==> src/sv/fmq_ram.sv <==
`timescale 1ns / 1ps
module fmq_ram #(
  parameter int unsigned Width = 8,
  parameter int unsigned Depth = 16
) (
  input  logic                     clk_i,
  input  logic                     we_i,
  input  logic [$clog2(Depth)-1:0] waddr_i,
  input  logic [Width-1:0]         wdata_i,
  input  logic [$clog2(Depth)-1:0] raddr_i,
  output logic [Width-1:0]         rdata_o
);
  logic [Width-1:0] mem_q [Depth];

  always_ff @(posedge clk_i) begin
    if (we_i) mem_q[waddr_i] <= wdata_i;
    rdata_o <= mem_q[raddr_i];
  end
endmodule

==> config.mk <==
export PLATFORM = sky130hd
export DESIGN_NAME = fmq_ram
export DESIGN_NICKNAME = d
export VERILOG_FILES = /design/src/sv/fmq_ram.sv
export SDC_FILE = /design/constraint.sdc
export NUM_CORES = 1
export LEC_CHECK = 0
export ABC_AREA = 1
export BUFFER_PORTS_ARGS = -buffer_cell sky130_fd_sc_hd__buf_2
export CORE_MARGIN = 3
export CORE_UTILIZATION = 40
export CTS_CLUSTER_SIZE = 14
export DETAILED_ROUTE_END_ITERATION = 12
export PLACE_DENSITY = 0.64
export SETUP_SLACK_MARGIN = 0.05
export SLEW_MARGIN = 20
export SYNTH_ARGS = -nofsm -noshare
export SYNTH_HDL_FRONTEND = slang
export SYNTH_SLANG_ARGS = --single-unit
==> constraint.sdc <==
create_clock -name clk_i -period 1.2 [get_ports clk_i]
set_input_delay 0.24 -clock clk_i [delete_from_list [all_inputs] [get_ports clk_i]]
set_output_delay 0.24 -clock clk_i [all_outputs]
set_load 0.01 [all_outputs]
# Yosys cells after proc, flatten, opt, wreduce, memory -nomap -nowiden
# Memory sizes are Yosys's and may differ from the RTL's. A register that Yosys moved wholly into a read port is not among the register bits.
# Cells that the tools add are included.
# totals
register_bits	0
latchBits	0
ramBits	128
mem_bits_ro	0
input_bits	18
out_inout_bits	8
memories	1
# mem_list
name	depth	word_bits	read_ports	rd_clocked_by_memory_dff	write_ports	line_no	rtl
mem_q	16	8	1	1	1	13	logic [Width-1:0] mem_q [Depth];
# classes
n_addsub	0
n_mul	0
n_div	0
order_cmp	0
n_eq_ne	0
shift	0
mux	2
n_bitwise	0
n_reduce_logical	0
# ops
op	n
1-bit 2-to-1 mux	2

# Longest topological paths before layout
# logic_depth
ltp_word	2
mapped_depth	8
depth_no_buf	7

# Worst setup path after synthesis
# Ideal clock, no wire load.
# synth_timing
kind	input port to flip-flop
from	in waddr_i[3]
to	mem mem_q[4][0], enable pin
setup_ps	370
t_arrival_ps	821
required_time_ps	830
path_slack_ps	9
cell_stages	2
path_cell_list	nand3b_1 > nor2_1
# synth_lines
element	line_no	rtl
start, declared	8	input logic [$clog2(Depth)-1:0] waddr_i,
end, declared	13	
# No word-level cell before the write port.

# Worst setup path after layout
# layout_timing
from	reg rdata_o[3] (read register of mem_q)
to	out rdata_o[3]
# layout_lines
element	line_no	rtl
start, declared	11	output logic [Width-1:0] rdata_o
# No word-level cell between the ends.

==> flow_summary.toml <==
[timing]
min_period_ns = 1.12
worst_pin_slew_ns = 0.391
max_slew_margin_pct = 74.0
max_freq_mhz = 893
fin_ws_ns = 0.0807
fin_crit_sh_pct = 93.3
finClkSkew_ns = 0.00882
holdWs_ns = 0.244
hold_viol = 0
setup_viol = 0
slew_viol_final = 0
rsz0062_at_grt = "no"

[cells_and_area]
final_cell_area_um2 = 6870
final_cells = 794
diodes = 0
drive_gt1_share_pct = 14.7
area_growth_pct = 19.1
fin_util_pct = 49.1
nets = 619

[synth]
syn_nets = 569
postSynthCellCount = 551
ys_seq_area_share_pct = 69.4
yosysMostFrequentCell = "nand2_1"
yosysWarnings = 0
synth_top_area_share_pct = 66.7
async_reset_ff_share_pct = 0
synth_edf_count = 128
synth.cell_area_um2 = 5770
synth_seq_cells = 136
syn_area_per_cell_um2 = 10.5
ys_top_cells_by_area = "edfxtp_1 (67%), nand2_1 (11%), nand3_1 (8.4%), inv_1 (6.5%), dfxtp_1 (2.8%)"
synth_top_cells_by_count = "nand2_1 (173), edfxtp_1 (128), inv_1 (100)"
yosysTopAreaCell = "edfxtp_1"
synth-main-ff-cell = "edfxtp_1"
netlist-cell-type-count = 12

[worst_setup_path]
path_cells = "buf_2"
setup.worst_path.end_class = "output pin"
cp-start-kind = "register"
r2r-start = "mem_q[11][5]$_DFFE_PP_"
startpoint = "rdata_o[3]$_DFF_P_"
path_delay_family = "flip-flops"
cpPeakStageDelay_ns = 0.34
crit_arrival_ns = 0.88
cp_slowest_cell = "dfxtp_2"
required_ns = 0.96
path_buf_inv = 1
critPathKind = "register to output pin"
crit_path_max_fanout = 1

[die]
dieHeight_um = 126
die-area_um2 = 15900
dieWidth_um = 126
start_util_pct = 41.2
core_area_um2 = 14000
io_pins = 26
rows = 43

[place]
place.gp.congestion = 0.849
io_buffers = 25
dpl.cell_count = 762
dpl_cell_area_um2 = 6270
dp_hpwl_mm = 8.31
pre_cts_ws_ns = -0.133

[status]
status = "finished clean"

[clock_tree]
cts_made_buffers = 17
tritoncts = "done"
cts_htree_levels = 4
hold_buffers = 0
clk_latency_ns = 0.41
postCtsSetupBuffers = 0
cts_root_buffer = "clkbuf_16"
cts_buffer_depth = 2
clkTransAtPathRegs_ns = 0.06
cts.sinks = 136

[min_path]
worstHoldStart = "wdata_i[2]"
hp-class = "primary input to register"

[power]
leakagePower_nw = 2.99
power_density_nw_per_um2 = 1620
ir_worst_vdd_mv = 1.00

[drt]
wl_per_cell_um = 16.1
drcViolationCount = 0
antenna_left = 0
viasPerCell = 4.84
drtIter0Drc = 456
dr.pass1.iters = 5
wl_mm = 12.8
vias = 3842

[global_route]
grt_overflow = 0
grt_pass1_wl_mm = 20.6
grt_max_degree = 36
grt_usage_pct = 17.0
antenna_found_initial = 0
grt_pass1_vias = 3799

[run]
cap_violations = 0
==> report_power, final <==
group / internal [mW] / total (mW) / switching [mW] / leakage, nW
registers: 5.32 / 5.35 / 0.0376 / 1.22
clock network: 3.30 / 5.10 / 1.80 / 0.284
logic: 0.243 / 0.709 / 0.466 / 1.48
==> state kept, by name, indices dropped and copies added (netlist names) <==
| signal | cells |
|---|---|
| mem_q | 128 |
| rdata_o | 8 |
==> cells in the final DEF (no fill, tap or decap), drive strengths merged, types with 3 or more instances in the layout <==
master	count
nand2	173
edfxtp	128
inv	102
nand3	97
buf	55
clkbuf	22
nor2	17
dfxtp	8
clkinv	5
bufinv	3
==> final timing paths <==
kind	end	slack (ns)	cells past startpoint
hold / removal	mem_q[12][2]$_DFFE_PP_	0.24	1
setup reg to reg	rdata_o[5]$_DFF_P_	0.17	6
hold reg to reg	rdata_o[6]$_DFF_P_	0.67	6
setup / recovery	rdata_o[3]	0.08	1
==> cell families (layout without fill, tap and decap cells) <==
group,Yosys count,count (layout),share of synthesized area (%)
and+or+nand+nor,289,289,21.0
DFF,136,136,69.4
buffers and inverters,126,189,9.52
==> area by class of cell <==
| class | count | area (um2) |
|---|---|---|
| inverter | 102 | 383 |
| sequential | 136 | 4010 |
| clock buffer | 22 | 454 |
| tap | 180 | 225 |
| clock inverter | 10 | 130 |
| timing repair buffer | 55 | 450 |
| fill | 1239 | 7120 |
| multi-input combinational | 289 | 1220 |
==> routing by layer <==
metal	global-route usage [%]	wire length, um	vias to the layer above
met5	0	0	-
met4	6.18	229	0
met3	4.33	762	21
met2	26.9	6190	127
met1	22.9	5620	1822
li1	-	-	1872
==> through the flow <==
step | power (mW) | setup TNS [ns]
final | 11.2 | 0
after global routing | 11.6 | 0
after CTS | 11.3 | 0
after detailed placement | 6.15 | -2.83
after global placement | 6.13 | -2.00
after floorplan | 5.83 | 0
==> what timing repair did <==
action,4_1_cts,5_1_grt
resized for setup,3,2
setup endpoints to repair,3,2
cloned,0,0
No activity file was read; power rests on OpenSTA's default activity.
